[src/wsa_pkg.sv]
package wsa_pkg;

  localparam int STORE_DEPTH = 9;
  localparam int SAMPLE_BITS = 12;
  localparam int WIN_BITS    = 4;
  localparam int FRAC_BITS   = 4;
  localparam int AVG_BITS    = 16;
  localparam int IDX_BITS    = (STORE_DEPTH > 1) ? $clog2(STORE_DEPTH) : 1;
  localparam int SUM_BITS    = SAMPLE_BITS + $clog2(STORE_DEPTH);
  localparam int DIV_BITS    = SUM_BITS + FRAC_BITS;
  localparam int STEP_BITS   = $clog2(DIV_BITS + 1);
  localparam int ADD_BITS    = SUM_BITS;

  typedef logic [SAMPLE_BITS-1:0] sample_t;
  typedef logic [AVG_BITS-1:0]    average_t;
  typedef logic [WIN_BITS-1:0]    window_t;
  typedef logic [ADD_BITS-1:0]    operand_t;

endpackage

[src/wsa_sample_if.sv]
interface wsa_sample_if;
  logic             valid;
  logic             ready;
  wsa_pkg::sample_t sample;

  modport source (output valid, output sample, input ready);
  modport sink   (input valid, input sample, output ready);
endinterface

[src/wsa_result_if.sv]
interface wsa_result_if;
  logic              valid;
  logic              ready;
  wsa_pkg::average_t average_value;
  logic              ready_res;

  modport source (output valid, output average_value, output ready_res, input ready);
  modport sink   (input valid, input average_value, input ready_res, output ready);
endinterface

[src/windowed_sample_average_unit.sv]
// A request with window N (1..9; larger settings use 9) sums N stored samples
// through the shared adder, then runs the restoring divider on the same adder,
// one quotient bit (20) per step. A new sample is taken only once the result
// has been accepted. When entry N-1 is empty the divider is skipped and the
// result is zero with ready_res low; window 0 skips the summing as well.
// Reset (synchronous, rst high) clears the sample store, pointer and window.
module windowed_sample_average_unit (
  input  logic                   clk,
  input  logic                   rst,
  input  logic                   cfg_we,
  input  wsa_pkg::window_t       cfg_data,
  wsa_sample_if.sink             sensor,
  wsa_result_if.source           average
);

  localparam logic [1:0] ST_IDLE = 2'd0;
  localparam logic [1:0] ST_SUM  = 2'd1;
  localparam logic [1:0] ST_DIV  = 2'd2;
  localparam logic [1:0] ST_OUT  = 2'd3;

  logic [1:0]                       state;
  wsa_pkg::window_t                 window_length;
  wsa_pkg::window_t                 eff_n;
  wsa_pkg::window_t                 wptr;
  wsa_pkg::window_t                 wslot;
  wsa_pkg::window_t                 k;
  wsa_pkg::window_t                 rem;
  wsa_pkg::sample_t                 store [wsa_pkg::STORE_DEPTH];
  wsa_pkg::sample_t                 rd;
  logic [wsa_pkg::SUM_BITS-1:0]     acc;
  logic [wsa_pkg::DIV_BITS-1:0]     quo;
  logic [wsa_pkg::DIV_BITS-1:0]     quo_next;
  logic [wsa_pkg::STEP_BITS-1:0]    step;
  logic [wsa_pkg::WIN_BITS:0]       shifted;
  logic [wsa_pkg::DIV_BITS+wsa_pkg::AVG_BITS-1:0] quo_wide;
  wsa_pkg::average_t                avg_sat;
  wsa_pkg::average_t                avg;
  logic                             rdy;
  logic                             ovalid;
  wsa_pkg::operand_t                op_a;
  wsa_pkg::operand_t                op_b;
  logic                             op_sub;
  logic [wsa_pkg::ADD_BITS:0]       add_res;
  logic                             ge;

  always_comb begin
    if (32'(window_length) > wsa_pkg::STORE_DEPTH) begin
      eff_n = wsa_pkg::WIN_BITS'(wsa_pkg::STORE_DEPTH);
    end else begin
      eff_n = window_length;
    end
  end

  assign wslot   = (wptr >= eff_n) ? '0 : wptr;
  assign rd      = store[k[wsa_pkg::IDX_BITS-1:0]];
  assign shifted = {rem, quo[wsa_pkg::DIV_BITS-1]};

  always_comb begin
    if (state == ST_DIV) begin
      op_a   = wsa_pkg::ADD_BITS'(shifted);
      op_b   = wsa_pkg::ADD_BITS'(eff_n);
      op_sub = 1'b1;
    end else begin
      op_a   = acc;
      op_b   = wsa_pkg::ADD_BITS'(rd);
      op_sub = 1'b0;
    end
  end

  wsa_addsub u_addsub (
    .a      (op_a),
    .b      (op_b),
    .sub    (op_sub),
    .result (add_res)
  );

  assign ge       = add_res[wsa_pkg::ADD_BITS];
  assign quo_next = {quo[wsa_pkg::DIV_BITS-2:0], ge};
  assign quo_wide = (wsa_pkg::DIV_BITS + wsa_pkg::AVG_BITS)'(quo_next);
  assign avg_sat  = (|quo_wide[wsa_pkg::DIV_BITS+wsa_pkg::AVG_BITS-1:wsa_pkg::AVG_BITS])
                    ? '1 : quo_wide[wsa_pkg::AVG_BITS-1:0];

  always_ff @(posedge clk) begin
    if (rst) begin
      state         <= ST_IDLE;
      window_length <= '0;
      wptr          <= '0;
      ovalid        <= 1'b0;
      for (int i = 0; i < wsa_pkg::STORE_DEPTH; i++) begin
        store[i] <= '0;
      end
    end else begin
      if (cfg_we) begin
        window_length <= cfg_data;
      end
      case (state)
        ST_IDLE: begin
          if (sensor.valid) begin
            if (eff_n != '0) begin
              store[wslot[wsa_pkg::IDX_BITS-1:0]] <= sensor.sample;
              wptr  <= wslot + wsa_pkg::WIN_BITS'(1);
              k     <= '0;
              acc   <= '0;
              state <= ST_SUM;
            end else begin
              wptr   <= wptr + wsa_pkg::WIN_BITS'(1);
              avg    <= '0;
              rdy    <= 1'b0;
              ovalid <= 1'b1;
              state  <= ST_OUT;
            end
          end
        end
        ST_SUM: begin
          acc <= add_res[wsa_pkg::SUM_BITS-1:0];
          k   <= k + wsa_pkg::WIN_BITS'(1);
          if (k == eff_n - wsa_pkg::WIN_BITS'(1)) begin
            if (|rd) begin
              quo   <= {add_res[wsa_pkg::SUM_BITS-1:0], {wsa_pkg::FRAC_BITS{1'b0}}};
              rem   <= '0;
              step  <= '0;
              state <= ST_DIV;
            end else begin
              avg    <= '0;
              rdy    <= 1'b0;
              ovalid <= 1'b1;
              state  <= ST_OUT;
            end
          end
        end
        ST_DIV: begin
          quo  <= quo_next;
          step <= step + wsa_pkg::STEP_BITS'(1);
          if (ge) begin
            rem <= add_res[wsa_pkg::WIN_BITS-1:0];
          end else begin
            rem <= shifted[wsa_pkg::WIN_BITS-1:0];
          end
          if (step == wsa_pkg::STEP_BITS'(wsa_pkg::DIV_BITS - 1)) begin
            avg    <= avg_sat;
            rdy    <= 1'b1;
            ovalid <= 1'b1;
            state  <= ST_OUT;
          end
        end
        ST_OUT: begin
          if (average.ready) begin
            ovalid <= 1'b0;
            state  <= ST_IDLE;
          end
        end
        default: begin
          ovalid <= 1'b0;
          state  <= ST_IDLE;
        end
      endcase
    end
  end

  assign sensor.ready          = (state == ST_IDLE);
  assign average.valid         = ovalid;
  assign average.average_value = avg;
  assign average.ready_res     = rdy;

  a_idle_no_result: assert property (@(posedge clk) disable iff (rst)
    sensor.ready |-> !average.valid)
    else $error("input ready while a result is pending");

  a_not_ready_zero: assert property (@(posedge clk) disable iff (rst)
    (average.valid && !average.ready_res) |-> (average.average_value == '0))
    else $error("nonzero average without ready flag");

  a_release: assert property (@(posedge clk) disable iff (rst)
    (average.valid && average.ready) |=> sensor.ready)
    else $error("block not released after result taken");

  a_index_range: assert property (@(posedge clk) disable iff (rst)
    (state == ST_SUM) |-> (32'(k) < wsa_pkg::STORE_DEPTH))
    else $error("summing index beyond store");

endmodule

[src/wsa_addsub.sv]
module wsa_addsub (
  input  wsa_pkg::operand_t            a,
  input  wsa_pkg::operand_t            b,
  input  logic                         sub,
  output logic [wsa_pkg::ADD_BITS:0]   result
);

  assign result = {1'b0, a} + {1'b0, b ^ {wsa_pkg::ADD_BITS{sub}}}
                  + (wsa_pkg::ADD_BITS + 1)'(sub);

endmodule

[src/flat_wrapper.sv]
// flat-port wrapper written by rule: the top's interface ports become plain ports
module windowed_sample_average_unit_flat 
  (clk, rst, cfg_we, cfg_data, sensor_valid, sensor_sample, sensor_ready, average_valid, average_average_value, average_ready_res, average_ready);
  wsa_sample_if sensor_i ();
  wsa_result_if average_i ();
  input  logic clk;
  input  logic rst;
  input  logic cfg_we;
  input  wsa_pkg::window_t cfg_data;
  input wire logic [$bits(sensor_i.valid)-1:0] sensor_valid;
  input wire logic [$bits(sensor_i.sample)-1:0] sensor_sample;
  output wire logic [$bits(sensor_i.ready)-1:0] sensor_ready;
  output wire logic [$bits(average_i.valid)-1:0] average_valid;
  output wire logic [$bits(average_i.average_value)-1:0] average_average_value;
  output wire logic [$bits(average_i.ready_res)-1:0] average_ready_res;
  input wire logic [$bits(average_i.ready)-1:0] average_ready;
  assign sensor_i.valid = sensor_valid;
  assign sensor_i.sample = sensor_sample;
  assign sensor_ready = sensor_i.ready;
  assign average_valid = average_i.valid;
  assign average_average_value = average_i.average_value;
  assign average_ready_res = average_i.ready_res;
  assign average_i.ready = average_ready;
  windowed_sample_average_unit u_core (.clk(clk), .rst(rst), .cfg_we(cfg_we), .cfg_data(cfg_data), .sensor(sensor_i), .average(average_i));
endmodule
[config.mk]
export PLATFORM = sky130hd
export DESIGN_NAME = windowed_sample_average_unit_flat
export DESIGN_NICKNAME = d
export VERILOG_FILES = /design/src/wsa_pkg.sv /design/src/wsa_sample_if.sv /design/src/wsa_result_if.sv /design/src/windowed_sample_average_unit.sv /design/src/wsa_addsub.sv /design/src/flat_wrapper.sv
export SDC_FILE = /design/constraint.sdc
export NUM_CORES = 1
export LEC_CHECK = 0
export BUFFER_PORTS_ARGS = -buffer_cell sky130_fd_sc_hd__buf_4
export CORE_MARGIN = 1.5
export CORE_UTILIZATION = 60
export CTS_CLUSTER_SIZE = 40
export DETAILED_ROUTE_END_ITERATION = 8
export PLACE_DENSITY_LB_ADDON = 0.05
export SETUP_SLACK_MARGIN = 0.15
export SLEW_MARGIN = 25
export SYNTH_ARGS = -nofsm -noshare
export SYNTH_HDL_FRONTEND = slang
export SYNTH_SLANG_ARGS = --single-unit
[constraint.sdc]
create_clock -name clk -period 5 [get_ports clk]
set_input_delay 1 -clock clk [delete_from_list [all_inputs] [get_ports clk]]
set_output_delay 1 -clock clk [all_outputs]
set_load 0.01 [all_outputs]
-- Word-level counts from Yosys, hierarchy flattened
Memory sizes are Yosys's and may differ from the RTL's. A register that Yosys moved wholly into a read port is not among the register bits.
Cells that the tools add are included.
- register bits: 77
- RAM bits: 108
- input port bits: 21
- output and inout port bits: 19
- word-level logic and storage cells: 109
- memories kept: 1
- memories (name ; depth ; width ; rd ports ; clocked after memory_dff ; wr ports ; RTL line ; RTL):
    u_core.store ; 9 ; 12 ; 1 ; 1 ; 9 ; windowed_sample_average_unit.sv:28 ; wsa_pkg::sample_t store [wsa_pkg::STORE_DEPTH];
- add/sub/neg operators: 7
- magnitude comparators: 2
- equality and inequality tests: 13
- mux-type cells: 59
- bitwise logic cells: 2
- reduce and logical (&&, ||, !) cells: 14
- operators with widths (cell ; number):
    16-bit 2-to-1 mux ; 9
    16-bit one-hot mux with 3 select lines ; 1
    20-bit 2-to-1 mux ; 2
    4-bit 2-to-1 mux ; 10
    20-bit one-hot mux with 2 select lines ; 1
    16-bit one-hot mux with 2 select lines ; 1
    12-bit 2-to-1 mux ; 2
    12-bit OR reduction ; 2
    1-bit 2-to-1 mux ; 20
    16-bit by 16-bit adder with 17-bit output ; 1
    17-bit by 1-bit adder with 17-bit output ; 1
    4-bit one-hot mux with 2 select lines ; 2
    12-bit by 16-bit XOR with 16-bit output ; 1
    4-bit by 1-bit adder with 4-bit output (second input constant) ; 3
    4-bit AND reduction ; 3
    2-bit 2-to-1 mux ; 5
    5-bit 2-to-1 mux ; 2
    2-bit inequality test (second input constant) ; 5
    5-bit one-hot mux with 2 select lines ; 1
    2-bit one-hot mux with 4 select lines ; 1
    7-bit AND reduction ; 1
    2-bit by 1-bit inequality test with 1-bit output (second input constant) ; 3
    6-bit AND reduction ; 1
    5-bit by 1-bit adder with 5-bit output (second input constant) ; 1
    16 further kinds ; 18

-- Depth between registers and ports, before layout
Gate-level depths: netlist of the first run.
- word-level depth: 10
- depth in mapped cells: 18
- gate-level depth less buffers: 15

-- Cells and area by module
A second synthesis of the first run with hierarchy kept.
- cell total of the unflattened synthesis: 963
- area total of the unflattened synthesis: 13140.1 sq um
- by module, submodules not included (module ; times used ; cells an instance ; area an instance (sq um) ; sequential area each (sq um)):
    windowed_sample_average_unit ; 1 ; 812 ; 12052.8 ; 8047.7
    wsa_addsub ; 1 ; 151 ; 1087.3 ; 0.0

-- Least setup slack after synthesis of the first run
No wires, ideal clock.
- path type: register to register
- start: reg (tool-made name)
- end: reg u_core.rem[2], data pin
- setup time: 0.266 ns
- data arrival time: 3.663 ns
- required time: 4.734 ns
- path slack: 1.071 ns
- cell stages (with the launch flop): 17
- buffers on the path: 3
- period minus slack after synthesis: 3.929 ns
- path through: dfxtp_1 -> buf_6 -> buf_6 -> buf_2 -> mux4_2 -> mux2_2 -> o21ai_0 -> mux2i_1 -> ha_1 -> o21ai_0 -> a21boi_1 -> o21ai_1 -> a21boi_1 -> o21ai_1 -> a31oi_1 -> mux2i_1 -> nor2_1
- RTL lines (element ; RTL line ; RTL):
    end signal, assigned ; windowed_sample_average_unit.sv:135 ; rem <= add_res[wsa_pkg::WIN_BITS-1:0];
    end signal, assigned ; windowed_sample_average_unit.sv:137 ; rem <= shifted[wsa_pkg::WIN_BITS-1:0];
    end, declared ; windowed_sample_average_unit.sv:27 ; wsa_pkg::window_t rem;

==> results.md, run 1 <==
* Mapped Cells at 902
* Post-route cell area at 0.01427 mm^2
* Starting Density at 61.87%
* Worst skew pair latency at 0.55 ns
* Crit start category: flip-flop
* Utilization after layout at 69.65%
* GRT busiest layer: met2
* Via count at 7542
* FF+latch count, synth at roughly 270
* Global placement routability congestion at between 0.8 and 0.9
* DRC Markers at 0
* Layout cells sized above 1 at 19.38%
* # rows at 52
* FF+latch area at slightly above 0.008 mm^2
* Largest net degree at the start of global routing at 42
* Primary FF master, synth: edfxtp_1
* Leakage at 5.215 nW
* PostCTS Resize Cnt at 0
* Synthesized cell area at 0.01268 mm^2
* Nets at 1000
* Post-synth top cells: edfxtp_1, and2_1, nand2_1, nor2_1, mux4_2
* Syn. warnings at 0
* Area occupied by multi-input gates at 0.004382 mm^2
* Met1 GRT Util at between 30% and 40%
* Max cap viols at 0
* Fillcell total at around 1400
* Slew @ Worst Pin at a little over 1 ns
* Crit end category: flip-flop
* Met3 Track Usage GR at 3.313%
* Pint at ~0.0054 W
* Initial antenna violation count at 1
* Pre-antenna DRT Iters at 5
* Core area at between 0.02 and 0.025 mm^2
* H-tree depth at 1
* Yosys cell types at 69
* Synth top area share at 61.10%
* Clk sink count at 273
* Seq pwr share at 38.0%
* CTS tree: yes
* Combinational share of power at between 30 and 40%
* Post-Syn Nets at 947
* Grt total ovfl at 0
* WP data arrival at 4.80 ns
* Setup repair bufs after CTS at 0
* Fin Setup TNS at 0 ns
* Mean Syn Cell Area at 14.06 um^2
* Hold-fix buffers, CTS at 0
* Most common cell in the netlist: edfxtp_1
* Clk buf depth at 3
* Status: finished clean
* Die footprint at 0.02201 mm^2
* CTS Buf Count at 28
* Rel. slew slack at 31.51%
* Max VDD drop at 0.0003976 V
* Port Buffers at 39
* Pwr/cell area at 578.5 mW/mm^2
* HPWL Detailed at 18480 um
* Vias in the first global route at between 7000 and 8000
* Synth area leaders: edfxtp_1, mux4_2, and2_1
* Antenna viol nets, final at 0
* Fin crit share at 89.18%
* Met2 Track Usage GR at 44.70%
* Avg Vias per Cell at 6.053
* Final Hold Viols at 0
* Die Wd at 148.4 um
* CTS root buf: clkbuf_16
* Share of flip-flops with an asynchronous set or reset at 0%
* Post-synth EDFFs at 258
* Post-synth top area cell: edfxtp_1
* Hold Path Class: flip-flop to flip-flop
* Tot Pwr at around 0.0083 W
* Crit-path max FO at 21
* Area Overhead vs Synth at 12.57%
* Number of DRC markers in iteration 0 at around 640
* Setup violators final at 0
* NetSw at roughly 0.0029 W
* Post-Route WL at 27610 um
* First-pass GRT wire length at 43330 um
* Worst R2R Setup Slack at 0.54 ns
* GRT Total Usage at 26.19%
* Sw frac at about a third
* Die H at 148.4 um
* Clk pin slew, worst setup/hold paths at 0.06 ns
* Tmin final at 4.459 ns
* Slew Limit Fails at 0
* Highest clock rate at 224.3 MHz
* Register area share after synthesis at 63.47%
* CP required at around 5.3 ns
* Clock Skew at 0.01373 ns
* Unrepaired setup endpoints after global routing: false
* Drt wl/cell at approximately 22 um
* IO Pins at 40
* Clock share of power at 24.0%
* Placed inst area at around 0.013 mm^2
* WS Path Type: flip-flop to flip-flop
final timing paths:
kind / from / endpoint / cells after the start
worst min-delay path: u_core.average.valid$_SDFFE_PP0P_ / u_core.average.valid$_SDFFE_PP0P_ / 2
worst max register to register: flip-flop / u_core.rem[1]$_SDFFCE_PN0P_ / 13
worst max-delay path: flip-flop / u_core.rem[1]$_SDFFCE_PN0P_ / 13
worst min register to register: u_core.average.valid$_SDFFE_PP0P_ / u_core.average.valid$_SDFFE_PP0P_ / 2
cells by family (layout without fill, tap and decap cells):
group	Yosys count	after routing	share of synthesized area, %
adders and majority gates	24	24	2.428
other	0	1	0
buffers and inverters	66	139	2.220
DFF	273	273	63.47
xor gates and xnor gates	22	22	1.520
muxes	72	72	10.72
and+or+nand+nor	342	342	14.08
AOI/OAI and AO/OA	103	103	5.566
power by group through the flow:
stage                     Clock [W]  Sequential [W]  Combinational (W)
final                       0.00199         0.00314            0.00313
after global routing        0.00210         0.00318            0.00343
after CTS                   0.00201         0.00314            0.00314
after detailed placement          0         0.00319            0.00311
after global placement            0         0.00318            0.00305
after floorplan                   0         0.00306            0.00235
routing by layer:
layer	up-vias	wire length, um	share of wire [%]
li1	3461	-	-
met1	3757	11270	41
met2	262	13950	51
met3	62	1510	5.5
met4	0	876	3.2
met5	-	0	0
state kept, by name (all words and copies together) (netlist names), named ones only:
register,cells
u_core.k,4
u_core.wptr,4
u_core.average.ready_res,1
u_core.average.valid,1
u_core.rem,4
u_core.store,192
u_core.state,2
u_core.quo,20
u_core.window_length,4
u_core.average.average_value,16
u_core.step,5
u_core.acc,16
cells in the final DEF, fill, tap and decap left out, types with 4 or more instances in the layout:
master / instances
clkinv_1: 7
clkinv_2: 5
mux2i_1: 14
ha_1: 22
inv_1: 17
o211ai_1: 5
a21o_1: 5
nand2b_1: 9
xor2_1: 5
dfxtp_1: 13
nor2_1: 57
clkbuf_16: 28
o21ai_1: 9
nand3_1: 12
buf_4: 68
or3_1: 6
or2_1: 4
mux4_2: 50
o21ai_0: 19
a31oi_1: 5
and2_1: 114
clkbuf_1: 6
edfxtp_1: 258
a211oi_1: 8
nor3_1: 8
nand2_1: 91
a21oi_1: 16
or2_2: 7
nor2b_1: 15
xnor2_1: 17
mux2_2: 7
critical path: stages, from the launching register on:
cell and delay (ns):
dfxtp_1 0.99, buf_4 0.28, mux4_2 0.28, nor2b_1 0.14, a211oi_1 0.37, a31oi_1 0.17
nand2b_1 0.20, ha_1 0.36, o21ai_1 0.11, a21boi_1 0.20, o21ai_1 0.15, a31oi_1 0.62
nor2_1 0.08, a211oi_1 0.31
cell type report:
| class | instances | area share [%] |
|---|---|---|
| Clock inverter | 16 | 1.078 |
| Inverter | 19 | 0.4996 |
| Sequential cell | 273 | 56.42 |
| Multi-Input combinational cell | 563 | 30.70 |
| Clock buffer | 34 | 5.067 |
| Timing Repair Buffer | 70 | 3.857 |
| Antenna cell | 1 | 0.01753 |
| Tap cell | 270 | 2.367 |
per-stage QoR:
stage,hold WS [ns],setup slack (ns),instances
2_1_floorplan,0.4998,1.071,902
3_3_place_gp,0.4905,0.5442,1195
3_5_place_dp,0.5120,0.5300,1195
4_1_cts,0.5283,0.4811,1245
5_1_grt,0.5501,0.2339,1245
6_report,0.5217,0.5411,1246
Note: power is estimated with default switching activity, not from simulation.
==> inputs of run 2 (changes only) <==
RECOVER_POWER = 50   (was default)
clock period = 5.44 ns   (was 5 ns; I/O delays follow)
==> results.md, run 2 (synthesis gave the netlist of run 1 again) <==
* Clock Skew at 0.02466 ns
* Layout cells sized above 1 at 15.12%
* WS Path Type: flip-flop to flip-flop
* Biggest regs: u_core.store: 192 flops, u_core.quo: 20 flops
* Clk buf depth at 3
* Crit end category: flip-flop
* CP required at roughly 5.7 ns
* Worst reg2reg path endpoint: u_core.rem[2]$_SDFFCE_PN0P_
* Worst Hold Path EP: u_core.average.valid$_SDFFE_PP0P_
* Crit start category: flip-flop
* Highest clock rate at 203.2 MHz
* Area Overhead vs Synth at 11.38%
* Most frequent cells in the layout: edfxtp_1, nand2_1, and2_1
* DRC Markers at 0
* Worst skew pair latency at between 0.5 and 0.6 ns
* Slew @ Worst Pin at between 1.5 and 2 ns
* Avg Vias per Cell at 6.115
* # rows at 52
* Status: finished, violations left
* Hold Path Class: flip-flop to flip-flop
* Pwr/cell area at roughly 540 mW/mm^2
* Number of DRC markers in iteration 0 at around 480
* Leakage at around 5 nW
* Global placement routability congestion at 0.8922
* Hold Startpoint: u_core.average.valid$_SDFFE_PP0P_
* Tmin final at 4.921 ns
* Max VDD drop at 0.0003031 V
* WP data arrival at between 5 and 6 ns
* Vias in the first global route at between 7000 and 8000
* Die Wd at 148.4 um
* # diodes at 0
* Crit. path cell count at 13
* Pre-antenna DRT Iters at 6
* Slowest cell on the critical path: dfxtp_1
* Nets at approximately 1000
* Most common cell after layout, fill and taps aside: edfxtp_1
* Slew Limit Fails at 30
* Crit-path leading delay family: compound AO/OA/AOI/OAI gates
* R2r worst-path depth at 13
* Setup violators final at 0
* Die footprint at around 0.022 mm^2
* Port Buffers at 39
* GRT Total Usage at 26.83%
* Worst R2R Setup Slack at 0.52 ns
* Tot Pwr at 0.007628 W
* Hold-fix buffers, CTS at 0
* Die H at 148.4 um
* HPWL Detailed at 18700 um
* Drt wl/cell at between 20 and 25 um
* Max FFs per register at 192
* CTS tree: yes
* Unrepaired setup endpoints after global routing: false
* Critical path buffer and inverter count at 1
* Post-Route WL at 28440 um
* CTS Buf Count at 28
* Via count at about 7600
* Core area at around 0.020 mm^2
* Largest net degree at the start of global routing at 67
* WHS Path Cells at 2
* Rel. slew slack at -11.45%
* Grt total ovfl at 0
* Crit path cell chain: clkbuf_1, mux4_2, nor2b_1, a211oi_1, a31oi_1, nand2b_1, ha_1, o21ai_1, a21boi_1, o21ai_1, a31oi_1, mux2i_1, nor2_1
* Final Hold Viols at 0
* Fin crit share at between 90% and 100%
* CTS root buf: clkbuf_16
* Utilization after layout at 68.91%
* Max incr delay on CP at 0.77 ns
* Starting Density at 61.87%
* Post-route cell area at 0.01412 mm^2
* Clk sink count at 273
* Failing checks: max-capacitance violations, max-slew violations
* First-pass GRT wire length at 43970 um
* Fin Hold WS at 0.5035 ns
* Initial antenna violation count at 0
* Setup repair bufs after CTS at 0
* PostCTS Resize Cnt at 0
* Max cap viols at 1
* Antenna viol nets, final at 0
* Placed inst area at 0.01339 mm^2
* Most flops, register: u_core.store
* Clk pin slew, worst setup/hold paths at 0.06 ns
* H-tree depth at 1
* IO Pins at 40
* Crit-path max FO at 10
* Fin Setup TNS at 0 ns
[run 2: changes by cell type in the layout (fill, tap and decap cells not counted), moves of 2 or more]
cell,change
clkbuf_1,+40
buf_4,-39
and2_0,+35
and2_1,-35
clkinv_2,+3
clkinv_1,-2
[run 2: final cells by class]
| type | count | area [um^2] |
|---|---|---|
| Tap cell | 270 | 337.8 |
| Multi-Input combinational cell | 563 | 4352 |
| Inverter | 19 | 71.32 |
| Clock inverter | 19 | 186.4 |
| Fill cell | 1455 | 6372 |
| Timing Repair Buffer | 72 | 395.4 |
| Clock buffer | 33 | 729.5 |
| Sequential cell | 273 | 8050 |
[run 2: report_power, final]
part	total [W]	switching, W	internal, W
logic	0.00284	0.00165	0.00119
clock network	0.00190	0.000792	0.00110
registers	0.00290	0.000216	0.00268
[run 2: worst max path at each step]
stage / startpoint / end / slack (ns)
3_5_place_dp: flip-flop / u_core.average.average_value[0]$_SDFFCE_PN0P_ / 0.83
3_3_place_gp: flip-flop / u_core.average.average_value[0]$_SDFFCE_PN0P_ / 0.96
6_report: flip-flop / u_core.rem[2]$_SDFFCE_PN0P_ / 0.52
5_1_grt: flip-flop / u_core.rem[3]$_SDFFCE_PN0P_ / 0.32
4_1_cts: flip-flop / u_core.average.average_value[0]$_SDFFCE_PN0P_ / 0.82
2_1_floorplan: flip-flop / u_core.rem[2]$_SDFFCE_PN0P_ / 1.51
[run 2: metrics by stage]
stage                     setup slack [ns]  instances
after floorplan                      1.511        902
after global placement              0.9630       1197
after detailed placement            0.8329       1197
after CTS                           0.8209       1249
after global routing                0.3222       1249
final                               0.5190       1249
[run 2: routing by layer]
| metal | vias to the layer above | global-route usage (%) | routed length, um |
|---|---|---|---|
| li1 | 3460 | - | - |
| met2 | 273 | 47.31 | 14850 |
| met3 | 47 | 3.988 | 1740 |
| met5 | - | 0 | 0 |
| met4 | 0 | 7.673 | 600 |
| met1 | 3858 | 34.93 | 11260 |
[run 2: worst register-to-register path, cell delays in order (launching register included)]
cell and delay (ns):
dfxtp_1 0.77, clkbuf_1 0.59, mux4_2 0.41, nor2b_1 0.14, a211oi_1 0.48, a31oi_1 0.23, nand2b_1 0.24, ha_1 0.36
o21ai_1 0.12, a21boi_1 0.20, o21ai_1 0.16, a31oi_1 0.64, mux2i_1 0.27, nor2_1 0.05
==> inputs of run 3 (changes only) <==
--- a/constraint.sdc
+++ b/constraint.sdc
@@ -3,2 +3,2 @@
 set_output_delay 1.088 -clock clk [all_outputs]
-set_load 0.01 [all_outputs]
+set_load 0.005 [all_outputs]
==> results.md, run 3 (synthesis gave the netlist of run 1 again) <==
* Hold-fix buffers, CTS at 0
* Crit-path leading delay family: buffers and inverters
* Die footprint at between 0.02 and 0.025 mm^2
* Most frequent cells in the layout: edfxtp_1, nand2_1, and2_1
* IO Pins at 40
* CTS Buf Count at 28
* Clk pin slew, worst setup/hold paths at 0.06 ns
* Tmin final at just under 5 ns
* Rel. slew slack at -13.14%
* Pre-antenna DRT Iters at 5
* Area Overhead vs Synth at 11.94%
* # rows at 52
* Crit path cell chain: clkbuf_1, mux4_2, nor2b_1, a211oi_1, a31oi_1, nor4_4, nand3b_2, or3b_1, a21oi_1, clkbuf_1
* Max FFs per register at 192
* Cell total after placement at 1197
* Slowest cell on the critical path: clkbuf_1
* CTS root buf: clkbuf_16
* Final worst slack at 0.5377 ns
* Crit end category: flip-flop
* Setup violators final at 0
* Most frequent CP cell: clkbuf_1
* Status: finished, violations left
* Antenna viol nets, final at 0
* Final Hold Viols at 0
* Crit-path max FO at 29
* Fin crit share at 90.12%
* Starting Density at 61.87%
* HPWL Detailed at 18700 um
* # diodes at 0
* Critical path buffer and inverter count at 2
* Slew @ Worst Pin at 1.697 ns
* Nets at 1002
* Setup repair bufs after CTS at 0
* Initial antenna violation count at 0
* Fillcell total at 1436
* Post-Route WL at 28350 um
* Most common cell after layout, fill and taps aside: edfxtp_1
* Highest clock rate at just over 200 MHz
* Slew Limit Fails at 30
* Max cap viols at 1
* Port Buffers at 39
* Max incr delay on CP at 1.24 ns
* Biggest regs: u_core.store: 192 flops, u_core.quo: 20 flops
* Leakage at 5.118 nW
* Tot Pwr at 0.007639 W
* Core area at 0.02049 mm^2
* Die Wd at 148.4 um
* Vias in the first global route at 7814
* Global placement routability congestion at roughly 0.9
* H-tree depth at 1
* Hold Path Class: flip-flop to flip-flop
* Crit start category: flip-flop
* Max VDD drop at 0.0003032 V
* Clk sink count at between 200 and 300
* CP required at 5.57 ns
* GRT Total Usage at 26.83%
* Avg Vias per Cell at 6.110
* Largest net degree at the start of global routing at 67
* Pwr/cell area at 538.2 mW/mm^2
* Pre-CTS setup slack at between 0.8 and 0.9 ns
* Clock Skew at 0.02459 ns
* Unrepaired setup endpoints after global routing: false
* Grt total ovfl at 0
* Failing checks: max-capacitance violations, max-slew violations
* WS Path Type: flip-flop to flip-flop
* First-pass GRT wire length at 43970 um
* Worst skew pair latency at 0.55 ns
* Fin Setup TNS at 0 ns
* DRC Markers at 0
* Finished Layout Cells at roughly 1200
* Die H at 148.4 um
* Drt wl/cell at 22.70 um
* Number of DRC markers in iteration 0 at between 400 and 500
* Layout cells sized above 1 at 17.06%
* PostCTS Resize Cnt at 0
* Via count at 7631
* Most flops, register: u_core.store
* CTS tree: yes
* WP data arrival at 5.03 ns
* Clk buf depth at 3
-- run 3: cell counts in the layout (fill, tap and decap cells not counted) --
No cell type changed its count.
-- run 3: layer usage --
layer	global-route usage, %	share of wire (%)
met5	0	0
met4	7.673	2.1
met3	3.988	5.5
met2	47.31	52
met1	34.93	40
-- run 3: area by class of cell --
class	instances	area, um^2	share of cell area (%)
flip-flops and latches	273	8050	56.72
inverters	19	71.32	0.5025
clock inverters	19	186.4	1.313
well taps	270	337.8	2.380
clock buffers	33	729.5	5.139
multi-input cells	563	4352	30.66
repair buffers	72	466.7	3.288
-- run 3: path summary, 6_finish.rpt --
check / depth (start not counted) / end / slack (ns) / from
max: 10 / u_core.quo[0]$_SDFFCE_PN0P_ / 0.54 / flip-flop
min: 2 / u_core.average.valid$_SDFFE_PP0P_ / 0.50 / u_core.average.valid$_SDFFE_PP0P_
min reg2reg: 2 / u_core.average.valid$_SDFFE_PP0P_ / 0.50 / u_core.average.valid$_SDFFE_PP0P_
max reg2reg: 10 / u_core.quo[0]$_SDFFCE_PN0P_ / 0.54 / flip-flop
-- run 3: report_power, final --
group / total (W) / internal [W] / switching, W
clock: 0.00190 / 0.00110 / 0.000792
sequential: 0.00290 / 0.00268 / 0.000216
combinational: 0.00285 / 0.00122 / 0.00163
total: 0.00764 / 0.00500 / 0.00264
-- run 3: worst register-to-register path: cells and delay by family, from the launching register on --
family / cells / cell delay, ns
and+or+nand+nor: 4 / 0.76
muxes: 1 / 0.34
DFF: 1 / 0.77
buffers and inverters: 2 / 1.82
AOI/OAI and AO/OA: 3 / 0.79
-- run 3: per-stage QoR --
stage | utilization, % | hold WS, ns | cell area, um^2
final | 69.26 | 0.5036 | 14190
after global routing | 69.26 | 0.5756 | 14190
after CTS | 69.82 | 0.5087 | 14310
after detailed placement | 65.35 | 0.4992 | 13390
after global placement | 65.35 | 0.4879 | 13390
after floorplan | - | 0.4938 | 12680
